## src/design/bbr_pkg.sv

```systemverilog
// Shared types, constants and command format for the 3x3 RGB box blur.
package bbr_pkg;

  // Line store geometry
  localparam int MAX_WIDTH = 1024;
  localparam int COL_W     = $clog2(MAX_WIDTH);

  // Register and counter widths
  localparam int WIDTH_W    = 11;
  localparam int HEIGHT_W   = 12;
  localparam int PEND_W     = $clog2(MAX_WIDTH + 2);
  localparam int CFG_IDX_W  = 1;
  localparam int CFG_DATA_W = 12;

  localparam logic [WIDTH_W-1:0]  WIDTH_RST  = 11'd640;
  localparam logic [HEIGHT_W-1:0] HEIGHT_RST = 12'd480;

  // Configuration register map
  typedef enum logic [CFG_IDX_W-1:0] {
    REG_WIDTH  = 1'b0,
    REG_HEIGHT = 1'b1
  } cfg_reg_t;

  // Pixel data
  localparam int CHAN_W = 8;

  typedef struct packed {
    logic [CHAN_W-1:0] red;
    logic [CHAN_W-1:0] green;
    logic [CHAN_W-1:0] blue;
  } pixel_t;

  localparam int PIX_W = $bits(pixel_t);

  // Mean of nine: sum fits 12 bits, floor(sum/9) = (sum * 7282) >> 16 over that range
  localparam int                SUM_W       = 12;
  localparam int                RECIP_W     = 13;
  localparam logic [RECIP_W-1:0] RECIP_9    = 13'd7282;
  localparam int                RECIP_SHIFT = 16;

  // Work command passed from the front end to the filter pipeline
  typedef struct packed {
    logic             is_drain;   // flush read, no line store write
    logic             src_upper;  // flush read comes from the upper line store
    logic             has_out;    // this command yields a result
    logic             border;     // result is the centre pixel unchanged
    logic             frame_end;  // last result of the frame
    logic [COL_W-1:0] addr;       // line store address
    pixel_t           px;         // incoming pixel
  } cmd_t;

  // Command queue
  localparam int FIFO_DEPTH = 4;
  localparam int FIFO_PTR_W = $clog2(FIFO_DEPTH);
  localparam int FIFO_CNT_W = $clog2(FIFO_DEPTH + 1);

endpackage

```

## src/design/bbr_front.sv

```systemverilog
// Front end: configuration registers, raster position tracking, command generation.
module bbr_front import bbr_pkg::*; (
  input  logic                  clk,
  input  logic                  rst_n,
  input  logic                  in_valid,
  output logic                  in_stall,
  input  logic                  in_drain,
  input  logic [CHAN_W-1:0]     in_red,
  input  logic [CHAN_W-1:0]     in_green,
  input  logic [CHAN_W-1:0]     in_blue,
  input  logic                  cfg_valid,
  output logic                  cfg_ready,
  input  logic [CFG_IDX_W-1:0]  cfg_index,
  input  logic [CFG_DATA_W-1:0] cfg_data,
  input  logic                  q_full,
  output logic                  q_push,
  output cmd_t                  q_cmd
);

  logic [WIDTH_W-1:0]  width_r;
  logic [HEIGHT_W-1:0] height_r;
  logic [COL_W-1:0]    col_r, col_nxt;
  logic [HEIGHT_W-1:0] row_r, row_nxt;
  logic [PEND_W-1:0]   pend_r, pend_nxt;

  logic [WIDTH_W-1:0]  w_eff, w_m1, drain_idx, col_inc;
  logic [HEIGHT_W-1:0] h_eff, orow;
  logic [COL_W-1:0]    w_last, ocol;
  logic                frame_done, keep, accept, cfg_wr;

  // Effective geometry: zero acts as one, width clamps to the line store size
  always_comb begin
    if (width_r == '0) begin
      w_eff = WIDTH_W'(1);
    end else if (width_r > WIDTH_W'(MAX_WIDTH)) begin
      w_eff = WIDTH_W'(MAX_WIDTH);
    end else begin
      w_eff = width_r;
    end
    h_eff = (height_r == '0) ? HEIGHT_W'(1) : height_r;
  end

  assign w_m1       = w_eff - WIDTH_W'(1);
  assign w_last     = w_m1[COL_W-1:0];
  assign drain_idx  = w_eff - WIDTH_W'(pend_r);
  assign col_inc    = WIDTH_W'(col_r) + WIDTH_W'(1);
  assign frame_done = (row_r >= h_eff);

  // Classify the item and work out the next position
  always_comb begin
    col_nxt          = col_r;
    row_nxt          = row_r;
    pend_nxt         = pend_r;
    keep             = 1'b0;
    orow             = '0;
    ocol             = '0;
    q_cmd            = '0;
    q_cmd.is_drain   = in_drain;
    q_cmd.px.red     = in_red;
    q_cmd.px.green   = in_green;
    q_cmd.px.blue    = in_blue;
    if (in_drain) begin
      // flush: only after the last row, and only while something is pending
      if (frame_done && (pend_r != '0)) begin
        keep            = 1'b1;
        q_cmd.has_out   = 1'b1;
        q_cmd.border    = 1'b1;
        q_cmd.src_upper = (pend_r > PEND_W'(w_eff));
        q_cmd.addr      = q_cmd.src_upper ? w_last : drain_idx[COL_W-1:0];
        pend_nxt        = pend_r - PEND_W'(1);
        if (pend_r == PEND_W'(1)) begin
          q_cmd.frame_end = 1'b1;
          row_nxt         = '0;
          col_nxt         = '0;
        end
      end
    end else if (!frame_done) begin
      keep       = 1'b1;
      q_cmd.addr = col_r;
      if (pend_r <= PEND_W'(w_eff)) begin
        pend_nxt = pend_r + PEND_W'(1);
      end else begin
        // result is for the pixel one row and one column back
        q_cmd.has_out = 1'b1;
        if (col_r != '0) begin
          orow = row_r - HEIGHT_W'(1);
          ocol = col_r - COL_W'(1);
        end else begin
          orow = row_r - HEIGHT_W'(2);
          ocol = w_last;
        end
        q_cmd.border = (orow == '0) || (orow == h_eff - HEIGHT_W'(1)) ||
                       (ocol == '0) || (ocol == w_last);
      end
      if (col_inc >= w_eff) begin
        col_nxt = '0;
        row_nxt = row_r + HEIGHT_W'(1);
      end else begin
        col_nxt = col_inc[COL_W-1:0];
      end
    end
  end

  // Handshakes
  assign in_stall  = q_full;
  assign cfg_ready = 1'b1;
  assign accept    = in_valid && !in_stall;
  assign cfg_wr    = cfg_valid && cfg_ready;
  assign q_push    = accept && keep && !cfg_wr;

  // Registers and position counters; a register write restarts the frame
  always_ff @(posedge clk) begin
    if (!rst_n) begin
      width_r  <= WIDTH_RST;
      height_r <= HEIGHT_RST;
      col_r    <= '0;
      row_r    <= '0;
      pend_r   <= '0;
    end else if (cfg_wr) begin
      case (cfg_reg_t'(cfg_index))
        REG_WIDTH: begin
          width_r <= cfg_data[WIDTH_W-1:0];
        end
        REG_HEIGHT: begin
          height_r <= cfg_data[HEIGHT_W-1:0];
        end
        default: begin
        end
      endcase
      col_r  <= '0;
      row_r  <= '0;
      pend_r <= '0;
    end else if (accept) begin
      col_r  <= col_nxt;
      row_r  <= row_nxt;
      pend_r <= pend_nxt;
    end
  end

endmodule

```

## config.mk

```make
export PLATFORM = sky130hd
export DESIGN_NAME = bbr_front
export DESIGN_NICKNAME = d
export VERILOG_FILES = /design/src/design/bbr_pkg.sv /design/src/design/bbr_front.sv
export SDC_FILE = /design/constraint.sdc
export NUM_CORES = 1
export LEC_CHECK = 0
export ABC_AREA = 1
export BUFFER_PORTS_ARGS = -buffer_cell sky130_fd_sc_hd__buf_2
export CORE_UTILIZATION = 40
export DETAILED_ROUTE_END_ITERATION = 8
export GPL_TIMING_DRIVEN = 1
export PLACE_DENSITY = 0.57
export RECOVER_POWER = 100
export SYNTH_ARGS = -nofsm -noshare
export SYNTH_HDL_FRONTEND = slang
export SYNTH_SLANG_ARGS = --single-unit
```

## constraint.sdc

```tcl
create_clock -name clk -period 3.9 [get_ports clk]
set_input_delay 0.585 -clock clk [delete_from_list [all_inputs] [get_ports clk]]
set_output_delay 0.585 -clock clk [all_outputs]
set_load 0.1 [all_outputs]
```

**Word level (Yosys, flattened, before mapping)**

Cells that the tools add are included.

- Input bits: 43
- Register bits: 56
- Word-level logic and storage cells: 89
- Output and inout port bits: 42

- Add/sub/neg operators: 10
- Bitwise gates (word level): 2
- Mux-type cells: 38
- Magnitude comparators: 5
- Equal/unequal tests: 6
- Reduce and logical (&&, ||, !) cells: 23

Operators with widths:

| kind | number |
|---|---|
| $mux W10 | 12 |
| $mux W12 | 10 |
| $mux W11 | 6 |
| $logic_not A12 Y1 | 2 |
| $sub A12 B1 Y12 const B | 2 |
| $sub A10 B1 Y10 const B | 2 |
| $mux W14 | 1 |
| $add A12 B1 Y12 const B | 1 |
| $eq A12 B12 Y1 | 1 |
| $ge A12 B12 Y1 | 1 |
| $sub A12 B2 Y12 const B | 1 |
| $add A10 B1 Y11 const B | 1 |
| $add A11 B1 Y11 const B | 1 |
| $eq A11 B1 Y1 const B | 1 |
| $ge A11 B11 Y1 | 1 |
| $gt A11 B11 Y1 | 1 |
| $gt A11 B11 Y1 const B | 1 |
| $le A11 B11 Y1 | 1 |
| $logic_not A11 Y1 | 1 |
| $reduce_bool A11 Y1 | 1 |
| $sub A11 B1 Y11 const B | 1 |
| $eq A10 B10 Y1 | 1 |
| $logic_not A10 Y1 | 1 |
| $reduce_bool A10 Y1 | 1 |
| 14 further kinds | 32 |

**Logic depth before layout (Yosys ltp)**

- Depth in word-level cells: 14
- Depth in mapped cells: 21
- Mapped depth without buffers: 20

**Worst setup path before layout**

Ideal clock, no wire load.

- Path type: flip-flop to output port
- Start point: register height_r[2]
- End point: output q_cmd[24] (netlist name)
- Required time: 3.315 ns
- Path slack: -0.496 ns
- Arrival: 3.811 ns
- Cell stages (with the launch flop): 14
- Path buffers: 1
- Cell sequence: dfxtp_1 > nor2_1 > nand2_1 > nor2_1 > nand2_1 > nand2_1 > ha_1 > inv_1 > a21oi_1 > o21ai_0 > a31oi_1 > nand3_1 > clkbuf_1 > o21ai_0

RTL lines:

| what | RTL line | RTL |
|---|---|---|
| start, declared | bbr_front.sv:21 | `logic [HEIGHT_W-1:0] height_r;` |
| start signal, assigned | bbr_front.sv:125 | `height_r <= cfg_data[HEIGHT_W-1:0];` |
| end, declared | bbr_front.sv:17 | `output cmd_t q_cmd` |

==> summary.md <==
| Metric | Value |
|---|---|
| Pin count of the biggest net entering global routing | `28` |
| Status | `complete, no violations` |
| Worst path required time | `3.31 ns` |
| Routed wl met3 | `1.29 mm` |
| Iter 0 DRT Violations | `544` |
| Count leader, synth | `nand2_1` |
| Leak pwr | `3.46 nW` |
| Synthesized Nets | `1159` |
| Die height | `129 µm` |
| Switching Power | `0.000704 W` |
| Worst-path cell chain | `nor2_1 -> nand2_2 -> o21ai_4 -> nand2_4 -> clkinv_1 -> ha_2 -> a21oi_2 -> o21ai_2 -> nand2_1 -> o211ai_1 -> a221oi_2 -> xor2_1 -> nand2_1 -> nand3_1 -> o21ai_1 -> buf_12` |
| Final setup violating endpoints | `0` |
| Share of post-route cells with drive strength above 1 | `0.127` |
| WL per Instance | `15.7 µm` |
| Hold_buf cts | `0` |
| Final WL | `20.1 mm` |
| Overall die area | `16800 µm²` |
| Simple-gate share of the synthesized area | `0.368` |
| F_max | `0.265 GHz` |
| Initial antenna violation count | `0` |
| Vias | `6645` |
| Crit path kind | `flop to output port` |
| Commonest register cell after synthesis | `dfxtp_1` |
| Syn Area/Cell | `6.13 µm²` |
| Pre-CTS WS | `0.212 ns` |
| Max-slew headroom | `0.196` |
| GRT Util Overall | `0.244` |
| Compound-gate portion of the synthesized area | `0.143` |
| Yosys top cell area share | `0.172` |
| Largest fanout on the critical path | `6` |
| CP dominant cell by count | `nand2_1` |
| Mux cell area share after synthesis | `0` |
| Pwr Density | `243 nW/µm²` |
| Total CTS buffers | `5` |
| Design area | `7240 µm²` |
| Worst Tran Pin Value | `1.21 ns` |
| DR vias/cell | `5.20` |
| Met1 wire length | `10.1 mm` |
| Worst path slowest cell | `dfxtp_2` |
| Synth warnings | `0` |
| # DRC | `0` |
| Cells after Synth | `1060` |
| Clock-pin slew on the worst setup and hold paths | `0.08 ns` |
| Highest routing layer actually used | `met4` |
| Die X | `129 µm` |
| Setup ws final | `0.122 ns` |
| Synth area leaders | `dfxtp_1 (17%), nand2_1 (15%), ha_1 (11%), nor2_1 (7.2%), xor2_1 (6.7%)` |
| Worst min path class | `flop to flop` |
| Hold Fails Final Rpt | `0` |
| CTS sink cnt | `56` |
| Max Clock Skew | `0.0133 ns` |
| Sequential area share after synthesis | `0.172` |
| Most frequent cells after synthesis | `nand2_1 (256), nor2_1 (125), inv_1 (104)` |
| I/O Pins | `85` |
| Placed cell areas | `6900 µm²` |
| H-tree Lvls | `2` |
| Combinational Power Share | `0.357` |
| Hold Slack | `0.490 ns` |
| VDD IR max | `0.208 mV` |
| Final min period | `3.78 ns` |
| Worst skew pair latency | `0.32 ns` |
| CTS Root Buffer Type | `clkbuf_16` |
| First-pass GRT wire length | `31.5 mm` |
| Antenna viol nets, final | `0` |
| Rows | `46` |
| Largest family of logic cells by synthesized area | `simple AND/OR/NAND/NOR gates` |
| Post-DP HPWL | `15.7 mm` |
| Seq pwr share | `0.348` |
| CTS Buffer Depth | `2` |
| Routed wl met2 | `8.49 mm` |
| Design Power | `0.00176 W` |
| Final #Nets | `1161` |
| Critical Path Sink Type | `output port` |
| Ys async rst share | `0` |
| Vias in the first global route | `5888` |
| Slowest cell delay on critical path | `0.36 ns` |
| PortBufs | `35` |
| Cell Int Power | `0.00105 W` |
| RePlAce Congestion | `0.907` |
| Crit path buf inv count | `2` |
| Post-synthesis adder-cell area fraction | `0.109` |
| MaxCap Viol Count | `0` |
| Family with the most delay on the worst path | `compound AO/OA/AOI/OAI gates` |
| Slew Viols, Final | `0` |
| Startpoint types | `flop` |
| Number of flops mapped to enable cells by yosys | `0` |
| Synthesized cell area | `6500 µm²` |
| Clock share of power | `0.295` |
| Antenna cells | `0` |
| Final period utilization | `0.969` |
| Starting Density | `0.409` |
| Post-synthesis register bit count | `56` |
| Core Area | `15900 µm²` |
| Gr ovfl total | `0` |
| Area delta synth->final | `11.3%` |
| CP arrival | `3.19 ns` |
| CTS tree | `built` |
| Post-synthesis xor/xnor area fraction | `0.0768` |
| Final core occ | `0.456` |
| Yosys cell types | `53` |
| Synth area leader | `dfxtp_1` |
| Pre-Repair DR Iteration Count | `5` |
| Sw frac | `0.401` |
## per-stage QoR
step                TNS (ns)  instances
global placement           0       1268
finish                     0       1279
CTS                        0       1278
floorplan              -4.06       1060
global route         -0.0681       1279
detailed placement         0       1268
## state kept, by name, summed over array words and instances, names as in the netlist
| register | flops |
|---|---|
| pend_r | 11 |
| col_r | 10 |
| row_r | 12 |
| height_r | 12 |
| width_r | 11 |
## timing repair
item | CTS | global route
buffers inserted | 2 | 1
pin swaps | 1 | 9
gates resized for setup | 3 | 40
setup endpoints to repair | 8 | 14
cloned | 0 | 0
## power by group through the flow
| stage | Combinational (W) | Sequential [W] | Clock [W] |
|---|---|---|---|
| after global routing | 0.000695 | 0.000616 | 0.000547 |
| after detailed placement | 0.000587 | 0.000623 | 0 |
| after floorplan | 0.000555 | 0.000619 | 0 |
| after CTS | 0.000595 | 0.000609 | 0.000523 |
| after global placement | 0.000587 | 0.000622 | 0 |
| final | 0.000627 | 0.000612 | 0.000518 |
## final timing paths
path | start | to | slack, ns | cells past startpoint
worst max-delay path | width_r[6] | q_cmd[33] | 0.12 | 16
worst min-delay path | col_r[1] | col_r[1] | 0.49 | 2
worst max register to register | col_r[0] | row_r[6] | 0.43 | 20
worst min register to register | col_r[1] | col_r[1] | 0.49 | 2
## worst min-delay path, stage by stage, from the launching register on
cell and delay [ns]:
dfxtp_1 0.33, nand2_1 0.06, a21oi_1 0.06
## logic make-up (layout without fill, tap and decap cells)
group                    after synthesis  in the layout
adder cells (fa/ha/maj)               56             56
AND/OR/NAND/NOR                      545            545
AO/OA/AOI/OAI                        164            164
other                                  1              1
buffers and inverters                181            184
flip-flops                            56             56
XOR/XNOR                              57             57
## area by class of cell
cell class                      instances  area (µm²)
Timing Repair Buffer                   59         571
Multi-Input combinational cell        823        4680
Clock inverter                          3        28.8
Inverter                              117         440
Clock buffer                            5         125
Sequential cell                        56        1130
Tap cell                              216         270
Fill cell                            1725        8650
## routing by layer
metal	GRT usage	up-vias
met5	0	-
met4	0.0342	0
met3	0.0306	14
met2	0.366	192
met1	0.375	2977
li1	-	3462
## layout by cell type, fill, tap and decap left out, types with 3 or more instances in the layout
master | synthesis | routed
o22ai_1 | 7 | 4
o211ai_1 | 7 | 7
o21ai_2 | 2 | 3
o21ai_0 | 61 | 57
clkbuf_16 | 0 | 5
nand2_1 | 256 | 252
nand2_2 | 9 | 10
nor2_1 | 125 | 121
inv_1 | 104 | 102
a31oi_1 | 3 | 3
buf_2 | 13 | 19
o21a_1 | 3 | 3
nand3_2 | 6 | 6
nand3_1 | 70 | 70
ha_2 | 0 | 4
dfxtp_2 | 0 | 5
o22ai_2 | 0 | 3
o21ai_1 | 2 | 5
o41ai_1 | 3 | 3
buf_4 | 28 | 21
a21oi_1 | 63 | 62
xnor2_1 | 7 | 6
dfxtp_1 | 56 | 51
nor3_1 | 23 | 21
ha_1 | 55 | 49
clkinv_1 | 4 | 4
buf_12 | 0 | 12
nor2_2 | 4 | 8
buf_6 | 3 | 3
inv_2 | 8 | 10
nand4_1 | 38 | 38
nand2_4 | 2 | 5
clkbuf_1 | 18 | 3
xor2_1 | 50 | 49
Power figures use the tool's default switching activity.
