`src/design/bbr_pkg.sv`:
```
// Shared types, constants and command format for the 3x3 RGB box blur.
package bbr_pkg;

  // Line store geometry
  localparam int MAX_WIDTH = 1024;
  localparam int COL_W     = $clog2(MAX_WIDTH);

  // Register and counter widths
  localparam int WIDTH_W    = 11;
  localparam int HEIGHT_W   = 12;
  localparam int PEND_W     = $clog2(MAX_WIDTH + 2);
  localparam int CFG_IDX_W  = 1;
  localparam int CFG_DATA_W = 12;

  localparam logic [WIDTH_W-1:0]  WIDTH_RST  = 11'd640;
  localparam logic [HEIGHT_W-1:0] HEIGHT_RST = 12'd480;

  // Configuration register map
  typedef enum logic [CFG_IDX_W-1:0] {
    REG_WIDTH  = 1'b0,
    REG_HEIGHT = 1'b1
  } cfg_reg_t;

  // Pixel data
  localparam int CHAN_W = 8;

  typedef struct packed {
    logic [CHAN_W-1:0] red;
    logic [CHAN_W-1:0] green;
    logic [CHAN_W-1:0] blue;
  } pixel_t;

  localparam int PIX_W = $bits(pixel_t);

  // Mean of nine: sum fits 12 bits, floor(sum/9) = (sum * 7282) >> 16 over that range
  localparam int                SUM_W       = 12;
  localparam int                RECIP_W     = 13;
  localparam logic [RECIP_W-1:0] RECIP_9    = 13'd7282;
  localparam int                RECIP_SHIFT = 16;

  // Work command passed from the front end to the filter pipeline
  typedef struct packed {
    logic             is_drain;   // flush read, no line store write
    logic             src_upper;  // flush read comes from the upper line store
    logic             has_out;    // this command yields a result
    logic             border;     // result is the centre pixel unchanged
    logic             frame_end;  // last result of the frame
    logic [COL_W-1:0] addr;       // line store address
    pixel_t           px;         // incoming pixel
  } cmd_t;

  // Command queue
  localparam int FIFO_DEPTH = 4;
  localparam int FIFO_PTR_W = $clog2(FIFO_DEPTH);
  localparam int FIFO_CNT_W = $clog2(FIFO_DEPTH + 1);

endpackage

```
`src/design/bbr_fifo.sv`:
```
// Short command queue between the front end and the filter pipeline.
module bbr_fifo import bbr_pkg::*; (
  input  logic clk,
  input  logic rst_n,
  input  logic push,
  input  cmd_t push_cmd,
  input  logic pop,
  output cmd_t head_cmd,
  output logic full,
  output logic empty
);

  cmd_t                  mem_r [FIFO_DEPTH];
  logic [FIFO_PTR_W-1:0] wr_ptr_r, rd_ptr_r;
  logic [FIFO_CNT_W-1:0] count_r;

  // Entry storage
  always_ff @(posedge clk) begin
    if (push) begin
      mem_r[wr_ptr_r] <= push_cmd;
    end
  end

  // Pointers and fill level
  always_ff @(posedge clk) begin
    if (!rst_n) begin
      wr_ptr_r <= '0;
      rd_ptr_r <= '0;
      count_r  <= '0;
    end else begin
      if (push) begin
        wr_ptr_r <= wr_ptr_r + FIFO_PTR_W'(1);
      end
      if (pop) begin
        rd_ptr_r <= rd_ptr_r + FIFO_PTR_W'(1);
      end
      case ({push, pop})
        2'b10:   count_r <= count_r + FIFO_CNT_W'(1);
        2'b01:   count_r <= count_r - FIFO_CNT_W'(1);
        default: count_r <= count_r;
      endcase
    end
  end

  assign head_cmd = mem_r[rd_ptr_r];
  assign full     = (count_r == FIFO_CNT_W'(FIFO_DEPTH));
  assign empty    = (count_r == '0);

endmodule

```
`config.mk`:
```
export PLATFORM = sky130hd
export DESIGN_NAME = bbr_fifo
export DESIGN_NICKNAME = d
export VERILOG_FILES = /design/src/design/bbr_pkg.sv /design/src/design/bbr_fifo.sv
export SDC_FILE = /design/constraint.sdc
export NUM_CORES = 1
export LEC_CHECK = 0
export BUFFER_PORTS_ARGS = -buffer_cell sky130_fd_sc_hd__buf_2
export CAP_MARGIN = 20
export CORE_MARGIN = 8
export CORE_UTILIZATION = 51
export CTS_CLUSTER_SIZE = 25
export DETAILED_ROUTE_END_ITERATION = 10
export PLACE_DENSITY = 0.76
export SKIP_CTS_REPAIR_TIMING = 1
export SYNTH_ARGS = -nofsm -noshare
export SYNTH_HDL_FRONTEND = slang
export SYNTH_SLANG_ARGS = --single-unit
```
`constraint.sdc`:
```
create_clock -name clk -period 1.76 [get_ports clk]
set_input_delay 0.264 -clock clk [delete_from_list [all_inputs] [get_ports clk]]
set_output_delay 0.264 -clock clk [all_outputs]
set_load 0.02 [all_outputs]
```
After elaboration in Yosys (flattened, before gate mapping) --
Memories as Yosys holds them, arrays and structs flattened. A register that Yosys moved wholly into a read port is not among the register bits. Index checks and enable logic that the tools add are counted.
Word-level totals: bits in registers 7, memory bits (writable) 156, bits of input ports 43, output and inout bits 41, logic and storage cells 18, memories kept 1
Memories:
- mem_r | depth 4, bits a word 39, read ports 1, clocked after memory_dff 1, wr ports 1, line bbr_fifo.sv:13 | cmd_t mem_r [FIFO_DEPTH];
Cells by class: add/sub/neg operators 4, equal/unequal tests 3, mux-type cells 5, reduce and logical (&&, ||, !) cells 2
Operators with widths (number):
- one-hot mux 3 bit (2 select lines) | 1
- adder 2 x 1 -> 2 bit, second input constant | 2
- two-way mux 2 bit | 2
- adder 3 x 1 -> 3 bit, second input constant | 1
- equality test 3 bit, second input constant | 1
- logical NOT 3 bit | 1
- subtractor 3 x 1 -> 3 bit, second input constant | 1
- equality test 2 x 1 -> 1 bit, second input constant | 1
- equality test 2 bit, second input constant | 1
- two-way mux 1 bit | 2
- nonzero test 2 bit | 1

Longest topological paths before layout --
Gate-level depths: netlist of the first run.
depth in word-level cells 3, depth in mapped cells 7

Least setup slack after synthesis of the first run --
OpenSTA, ideal clock, no wires.
path type reg-to-reg, start reg wr_ptr_r[0], end mem mem_r[2][0] in the netlist's numbering, enable pin, library setup time 400 ps, data arrival time 1487 ps, required time 1360 ps, setup slack -127 ps, stages on the path, launching flop included 4, path buffers 0, clock period less this slack 1887 ps, path through dfxtp_1 inv_1 ha_1 and2_1
RTL lines:
- start: declaration | line bbr_fifo.sv:14 | logic [FIFO_PTR_W-1:0] wr_ptr_r, rd_ptr_r;
- start signal: assignment | line bbr_fifo.sv:32 | wr_ptr_r <= wr_ptr_r + FIFO_PTR_W'(1);
- end: declaration | line bbr_fifo.sv:13
No word-level cell before the write port.

==> metrics.cfg, run 1 <==
[worst_setup_path]
path_class = flop to output pin
critPathMaxStageDelay_ns = 0.53
r2r-end = count_r[2]$_SDFFE_PN0P_
cp.arrival_ns = 1.70
rr_worst_depth = 5
critical_path.slowest_cell = mux4_2
crit_path_start_kind = flop
r2r_slack_ns = 0.20
crit_required_ns = 1.50
path_cells = buf_12 > mux4_2 > buf_2
cp-end-kind = output pin
crit_fanout = 12
r2r_start = count_r[0]$_SDFFE_PN0P_

[clock_network]
clock_latency_ns = 0.42
cts_max_path_buffers = 2
h-tree-depth = 4
cts_buffers = 17
cts_sinks = 165
clockRootBuffer = clkbuf_16
tritoncts = built
clkTransAtPathRegs_ns = 0.06

[synthesis]
synth-compound-area-share_pct = 0.289
yosysWarnings = 0
synth_seq_area_share_pct = 80.2
synth_top_area_share_pct = 77.2
synth_top_area_cell = edfxtp_1
postSynthCellCount = 249
netlist_area_sq_um = 6070
syn-num-nets = 298
ys_ff_latch = 165
synth_simple_gate_area_share_pct = 1.55
synth_mux_area_share_pct = 14.6
avgSynthCellArea_sq_um = 24.4
ys_types = 21
synth_area_leaders = edfxtp_1, mux4_2, dfxtp_1, and2_1, ha_1
synth_adder_area_share_pct = 1.36
synth_top_family_by_area = multiplexers
yosys.area_share.xor_xnor_pct = 0.722

[floorplanning]
fp.dieH_um = 125
dieWidth_um = 125
start_util_pct = 51.4
io_pins = 84
design.core.area_sq_um = 11800
die_area_sq_um = 15600
rows = 40

[timing]
worstMarginPinSlew_ns = 0.384
finClkSkew_ns = 0.00379
min_period_ns = 1.96
finalMaxSlewViolations = 0
slew_headroom_pct = 74.4
finalSetupViolCount = 39
maxClockFrequency_ghz = 0.509
final_hold_viol_count = 0
post-route-period-util_pct = 112
setup_ws_ns = -0.203
rsz0062_at_grt = true

[hold_path]
hold_class = input port to flop
hold_depth = 1
hold_path_end = mem_r[3][31]$_DFFE_PP_
hp-start = push_cmd[31]

[placement]
gp_congestion = 0.695
dp_hpwl_um = 6840
io_buffer_count = 83
place_area_sq_um = 6780
dpl_worst_slack_ns = 0.0213

[cells_and_area]
fillers = 832
fin_nets = 406
fin_util_pct = 62.8
multi_input_area_sq_um = 1130
antenna_cells = 0
regArea_sq_um = 4870
final_area_sq_um = 7410
syn2layout_area_growth_pct = 22.2
drive_above_1_share_pct = 45.5

[power_and_ir_drop]
ir_drop_mv = 0.821
total_power_mw = 9.27
leakage_nw = 2.57
power.density_nw_per_um2 = 1250

[drt]
vias = 2798
drtAntennaViolNets = 0
route.detailed.drc = 0
wl_per_cell_um = 20.8
vias_per_cell = 5.42
firstDrtPassIters = 4
drt_iter0_drc = 178
wl_um = 10700

[global_routing]
overflow = 0
grt_first_pass_wirelength_um = 17000
antenna_found_initial = 1
grt_pass1_vias = 3139
track_usage_pct = 14.6
grt_max_degree = 40

[run_status]
status = finished with violations
violations = setup timing

[job]
drv_cap = 0

power by group:
group          switching [mW]  leakage, nW  internal (mW)
Sequential             0.0553         1.51           4.50
Clock                    1.36        0.285           2.34
Combinational           0.566        0.772          0.450
critical path, delay by kind of cell (launching register included):
kind	cells	cell delay [ns]
multiplexers	1	0.53
flip-flops	1	0.40
buffers and inverters	2	0.35
metrics by stage:
stage / hold slack [ns] / TNS [ns] / std cells
2_1_floorplan: 0.363 / 0 / 249
6_report: 0.0642 / -6.39 / 516
4_1_cts: 0.0449 / -7.89 / 516
3_5_place_dp: 0.482 / 0 / 485
3_3_place_gp: 0.474 / 0 / 485
5_1_grt: 0.0477 / -8.67 / 516
metal layers:
metal | wire length, um | vias to the layer above | global-route usage, %
met1 | 4200 | 1454 | 15.7
met5 | 11 | - | 0
met2 | 5680 | 73 | 25.1
met3 | 664 | 18 | 5.74
met4 | 190 | 2 | 6.30
li1 | - | 1251 | -
area by class of cell:
type / instances / share of cell area [%]
Clock buffer: 19 / 5.84
Clock inverter: 12 / 2.18
Inverter: 6 / 0.304
Multi-Input combinational cell: 70 / 15.3
Sequential cell: 165 / 65.7
Tap cell: 147 / 2.48
Timing Repair Buffer: 97 / 8.25
worst max path at each step:
stage	cells after the start	end	slack, ns
2_1_floorplan	3	head_cmd[12]	0.22
3_3_place_gp	8	count_r[2]$_SDFFE_PN0P_	0.09
3_5_place_dp	8	count_r[2]$_SDFFE_PN0P_	0.02
4_1_cts	3	head_cmd[4]	-0.28
5_1_grt	3	head_cmd[15]	-0.25
6_report	3	head_cmd[15]	-0.20
cells in the mapped netlist:
master / n
edfxtp_1: 156
clkbuf_1: 2
inv_1: 6
o21ai_0: 2
buf_6: 2
buf_2: 2
nor3_1: 1
mux4_2: 39
ha_1: 5
mux2i_1: 1
fa_1: 1
xnor2_1: 2
dfxtp_1: 9
and3_1: 1
xor2_1: 3
nor2b_1: 1
buf_4: 2
nand2_1: 2
or3_1: 1
a21boi_0: 1
and2_1: 10
registers in the layout, indices dropped and copies added (netlist names), named ones only:
signal    cells
count_r       3
mem_r       156
rd_ptr_r      2
wr_ptr_r      2
cell families after synthesis:
kind of cell    after synthesis
compound gates                3
xor+xnor                      5
fa+ha+maj                     6
buf+inv                      14
flops                       165
mux                          40
simple gates                 16
placed cells by master, fill, tap and decap left out, types with 3 or more instances in the layout:
cell / netlist / final
mux4_2: 39 / 39
buf_6: 2 / 7
xor2_1: 3 / 3
edfxtp_1: 156 / 156
dfxtp_1: 9 / 7
inv_1: 6 / 6
clkinv_2: 0 / 3
clkbuf_16: 0 / 17
ha_1: 5 / 5
buf_4: 2 / 9
and2_1: 10 / 6
clkinv_1: 0 / 3
buf_2: 2 / 77
and2_2: 0 / 4
bufinv_16: 0 / 4
buf_12: 0 / 4
Power figures use the tool's default switching activity.
==> run 2, diff against run 1 <==
--- a/config.mk
+++ b/config.mk
@@ -8,10 +8,10 @@
 export BUFFER_PORTS_ARGS = -buffer_cell sky130_fd_sc_hd__buf_2
 export CAP_MARGIN = 20
 export CORE_MARGIN = 8
-export CORE_UTILIZATION = 51
+export CORE_UTILIZATION = 56
 export CTS_CLUSTER_SIZE = 25
 export DETAILED_ROUTE_END_ITERATION = 10
-export PLACE_DENSITY = 0.76
+export PLACE_DENSITY = 0.79
 export SKIP_CTS_REPAIR_TIMING = 1
 export SYNTH_ARGS = -nofsm -noshare
 export SYNTH_HDL_FRONTEND = slang
==> constraint.sdc (replaced) <==
create_clock -name clk -period 2 [get_ports clk]
set_input_delay 0.3 -clock clk [delete_from_list [all_inputs] [get_ports clk]]
set_output_delay 0.3 -clock clk [all_outputs]
set_load 0.02 [all_outputs]
==> metrics.cfg, run 2 (synthesis results as in run 1) <==
[run_status]
status = finished with violations
violations = setup timing

[worst_setup_path]
path_class = flop to output pin
r2r_start = count_r[0]$_SDFFE_PN0P_
cp_top_family = multiplexers
crit_fanout = 11
crit_buf_inv = 2
crit_path_start_kind = flop
path_cells = clkbuf_16 > mux4_2 > buf_2
critical_path.slowest_cell = mux4_2
cp.arrival_ns = 1.84
crit_required_ns = 1.70
critPathMaxStageDelay_ns = 0.51
cp-end-kind = output pin

[timing]
setup_ws_ns = -0.140
finClkSkew_ns = 0.0102
worstMarginPinSlew_ns = 0.323
maxClockFrequency_ghz = 0.467
tns_ns = -4.19
rsz0062_at_grt = true
post-route-period-util_pct = 107
slew_headroom_pct = 78.5
min_period_ns = 2.14
finalSetupViolCount = 39
finalMaxSlewViolations = 0
final_hold_viol_count = 0

[global_routing]
grt_pass1_vias = 3081
antenna_found_initial = 0
grt_first_pass_wirelength_um = 16100
grt_max_degree = 40
overflow = 0
track_usage_pct = 15.2

[floorplanning]
design.core.area_sq_um = 10700
start_util_pct = 56.7
dieWidth_um = 120
io_pins = 84
die_area_sq_um = 14400
rows = 38
fp.dieH_um = 120

[drt]
route.detailed.drc = 0
vias_per_cell = 5.41
vias = 2932
wl_per_cell_um = 21.1
wl_um = 11400
firstDrtPassIters = 4
drt_iter0_drc = 204
drtAntennaViolNets = 0

[power_and_ir_drop]
p_clk_share_pct = 38.0
leakage_nw = 2.74
seq_power_share_pct = 49.4
power.density_nw_per_um2 = 1030
p_comb_share_pct = 12.6
ir_drop_mv = 0.728
cellInternalPower_mw = 6.20
switching_power_mw = 1.92
swShare_pct = 23.7

[placement]
dpl.cell_count = 472
dp_hpwl_um = 6310
gp_congestion = 0.689
io_buffer_count = 83

[cells_and_area]
regMostFlops = mem_r
fin_nets = 438
largest_register_ffs = 156
final_common_cell = edfxtp_1
antenna_cells = 0
drive_above_1_share_pct = 42.3
reg_top3 = mem_r (156), count_r (3)
syn2layout_area_growth_pct = 29.4
final_cell_mix = edfxtp_1, buf_2, mux4_2, dlygate4sd3_1, clkbuf_16
layout.cells.non_filler = 542

[clock_network]
clkTransAtPathRegs_ns = 0.07
cts_sinks = 165
clock_latency_ns = 0.52
clockRootBuffer = clkbuf_8
h-tree-depth = 4
tritoncts = built
cts_max_path_buffers = 2
cts_buffers = 17

[job]
drv_cap = 0

[hold_path]
hold_class = input port to flop
hp-start = push_cmd[16]

-- run 2: cell types whose count changed in the layout (fill, tap and decap cells not counted), moves of 4 or more --
cell           change
dlygate4sd3_1     +36
buf_2             -12
buf_6             +11
buf_4              -7
inv_6              +6
bufinv_16          -4
-- run 2: power groups by stage --
| stage | combinational (mW) | clock, mW | sequential, mW |
|---|---|---|---|
| final | 1.02 | 3.09 | 4.01 |
| after global routing | 1.09 | 3.28 | 4.03 |
| after CTS | 0.882 | 3.13 | 4.01 |
| after detailed placement | 0.877 | 0 | 4.08 |
| after global placement | 0.864 | 0 | 4.07 |
| after floorplan | 0.557 | 0 | 4.07 |
-- run 2: final cells by class --
class	count	area, sq um
sequential	165	4870
inverter	6	22.5
timing repair buffer	129	1070
clock buffer	20	478
multi-input combinational	70	1130
fill	627	2850
clock inverter	12	103
tap	140	175
-- run 2: final timing paths --
kind	endpoint	slack [ns]	cells after the start
setup reg to reg	count_r[2]$_SDFFE_PN0P_	0.32	5
hold reg to reg	wr_ptr_r[1]$_SDFFE_PN0P_	0.57	2
hold / removal	mem_r[3][16]$_DFFE_PP_	0.02	1
setup / recovery	head_cmd[25]	-0.14	3
-- run 2: layer usage --
metal | track usage, % | vias to the layer above | share of wire (%)
li1 | - | 1315 | -
met1 | 16.2 | 1511 | 41
met2 | 26.2 | 89 | 52
met3 | 6.90 | 17 | 6.1
met4 | 5.07 | 0 | 1.4
met5 | 0 | - | 0
-- run 2: metrics by stage --
step                      hold WS [ns]  cell area (sq um)  utilization, %  setup WS (ns)  power, mW
after floorplan                  0.399               6070               -          0.113       4.63
after detailed placement         0.516               6750            63.1          0.122       4.96
final                           0.0185               7850            73.4         -0.140       8.13
after global placement           0.486               6750            63.1          0.260       4.93
after global routing           0.00476               7850            73.4         -0.207       8.39
after CTS                      -0.0455               7330            68.5         -0.220       8.02
==> run 3, diff against run 2 <==
==> constraint.sdc (replaced) <==
create_clock -name clk -period 2.45 [get_ports clk]
set_input_delay 0.3675 -clock clk [delete_from_list [all_inputs] [get_ports clk]]
set_output_delay 0.3675 -clock clk [all_outputs]
set_load 0.02 [all_outputs]
==> metrics.cfg, run 3 (synthesis results as in run 1) <==
[cells_and_area]
reg_top3 = mem_r (156), count_r (3)
largest_register_ffs = 156
regArea_sq_um = 4870
regMostFlops = mem_r
fin_util_pct = 69.1
final_common_cell = edfxtp_1
final_area_sq_um = 7390
fin_nets = 402
syn2layout_area_growth_pct = 21.7
final_cell_mix = edfxtp_1, buf_2, mux4_2, clkbuf_16, dfxtp_1
drive_above_1_share_pct = 45.9
antenna_cells = 0
fillers = 682
multi_input_area_sq_um = 1130

[timing]
post-route-period-util_pct = 93.7
rsz0062_at_grt = false
fin_hold_ws_ns = 0.0510
worstMarginPinSlew_ns = 0.474
final_hold_viol_count = 0
slew_headroom_pct = 68.4
setup_ws_ns = 0.155
maxClockFrequency_ghz = 0.436
finalSetupViolCount = 0
tns_ns = 0
finalMaxSlewViolations = 0
finClkSkew_ns = 0.00763
min_period_ns = 2.30

[drt]
drt_iter0_drc = 283
drtAntennaViolNets = 0
wl_per_cell_um = 21.1
firstDrtPassIters = 6
vias = 2813
route.detailed.drc = 0
vias_per_cell = 5.56
wl_um = 10700

[global_routing]
antenna_found_initial = 0
track_usage_pct = 15.9
grt_max_degree = 40
grt_first_pass_wirelength_um = 16900
grt_pass1_vias = 3079
overflow = 0

[worst_setup_path]
crit_path_start_kind = flop
path_class = flop to output pin
critPathMaxStageDelay_ns = 0.53
critical_path.slowest_cell = dfxtp_2
crit_fanout = 14
crit_required_ns = 2.08
cp.arrival_ns = 1.93
cp-end-kind = output pin
rr_worst_depth = 4
path_cells = buf_4 > mux4_2 > buf_2
r2r_start = wr_ptr_r[0]$_SDFFE_PN0P_

[placement]
place_area_sq_um = 6750
dpl_worst_slack_ns = 0.542
io_buffer_count = 83
gp_congestion = 0.693
dp_hpwl_um = 6830

[clock_network]
cts_sinks = 165
cts_max_path_buffers = 2
h-tree-depth = 4
clock_latency_ns = 0.52
clockRootBuffer = clkbuf_8
cts_buffers = 17
clkTransAtPathRegs_ns = 0.06
tritoncts = built

[power_and_ir_drop]
leakage_nw = 2.56
power.density_nw_per_um2 = 918
ir_drop_mv = 0.466

[hold_path]
hold_class = input port to flop
hold_depth = 1
hp-start = push_cmd[32]

[job]
drv_cap = 0

[floorplanning]
die_area_sq_um = 14400
start_util_pct = 56.7
rows = 38
design.core.area_sq_um = 10700
fp.dieH_um = 120
io_pins = 84
dieWidth_um = 120

[run_status]
status = finished clean

## run 3: cell count changes in the layout (fill, tap and decap cells not counted), sizes merged
cell         change
dlygate4sd3     -36
inv              -9
bufinv           +5
clkinv           +4
clkbuf           -3
buf              +2
clkinvlp         +1
## run 3: area by class of cell
| type | count | share of cell area (%) |
|---|---|---|
| flip-flops and latches | 165 | 65.9 |
| clock inverters | 13 | 2.79 |
| well taps | 140 | 2.37 |
| multi-input cells | 70 | 15.3 |
| repair buffers | 93 | 7.49 |
| inverters | 6 | 0.305 |
| clock buffers | 19 | 5.84 |
## run 3: worst max-delay path, delay by kind of cell (launching register included)
family,cells,cell delay (ns)
mux,1,0.38
buf+inv,2,0.50
flops,1,0.53
## run 3: power by group
| group | total, mW | internal (mW) | switching (mW) |
|---|---|---|---|
| clock | 2.81 | 1.78 | 1.03 |
| sequential | 3.28 | 3.23 | 0.0447 |
| combinational | 0.692 | 0.297 | 0.395 |
| total | 6.78 | 5.31 | 1.47 |
## run 3: metal layers
layer  global-route usage (%)  wire length (um)
met2                     26.1              5560
met1                     18.5              4330
met4                     7.03               111
met3                     5.82               672
met5                        0                 0
## run 3: final timing paths
check / end / slack [ns]
setup / recovery: head_cmd[33] / 0.15
hold / removal: mem_r[1][32]$_DFFE_PP_ / 0.05
setup reg to reg: mem_r[0][20]$_DFFE_PP_ / 0.84
hold reg to reg: count_r[2]$_SDFFE_PN0P_ / 0.54
## run 3: through the flow
step	std cells	total power, mW
2_1_floorplan	249	3.78
3_3_place_gp	474	4.02
3_5_place_dp	474	4.04
4_1_cts	506	6.86
5_1_grt	506	7.00
6_report	506	6.78
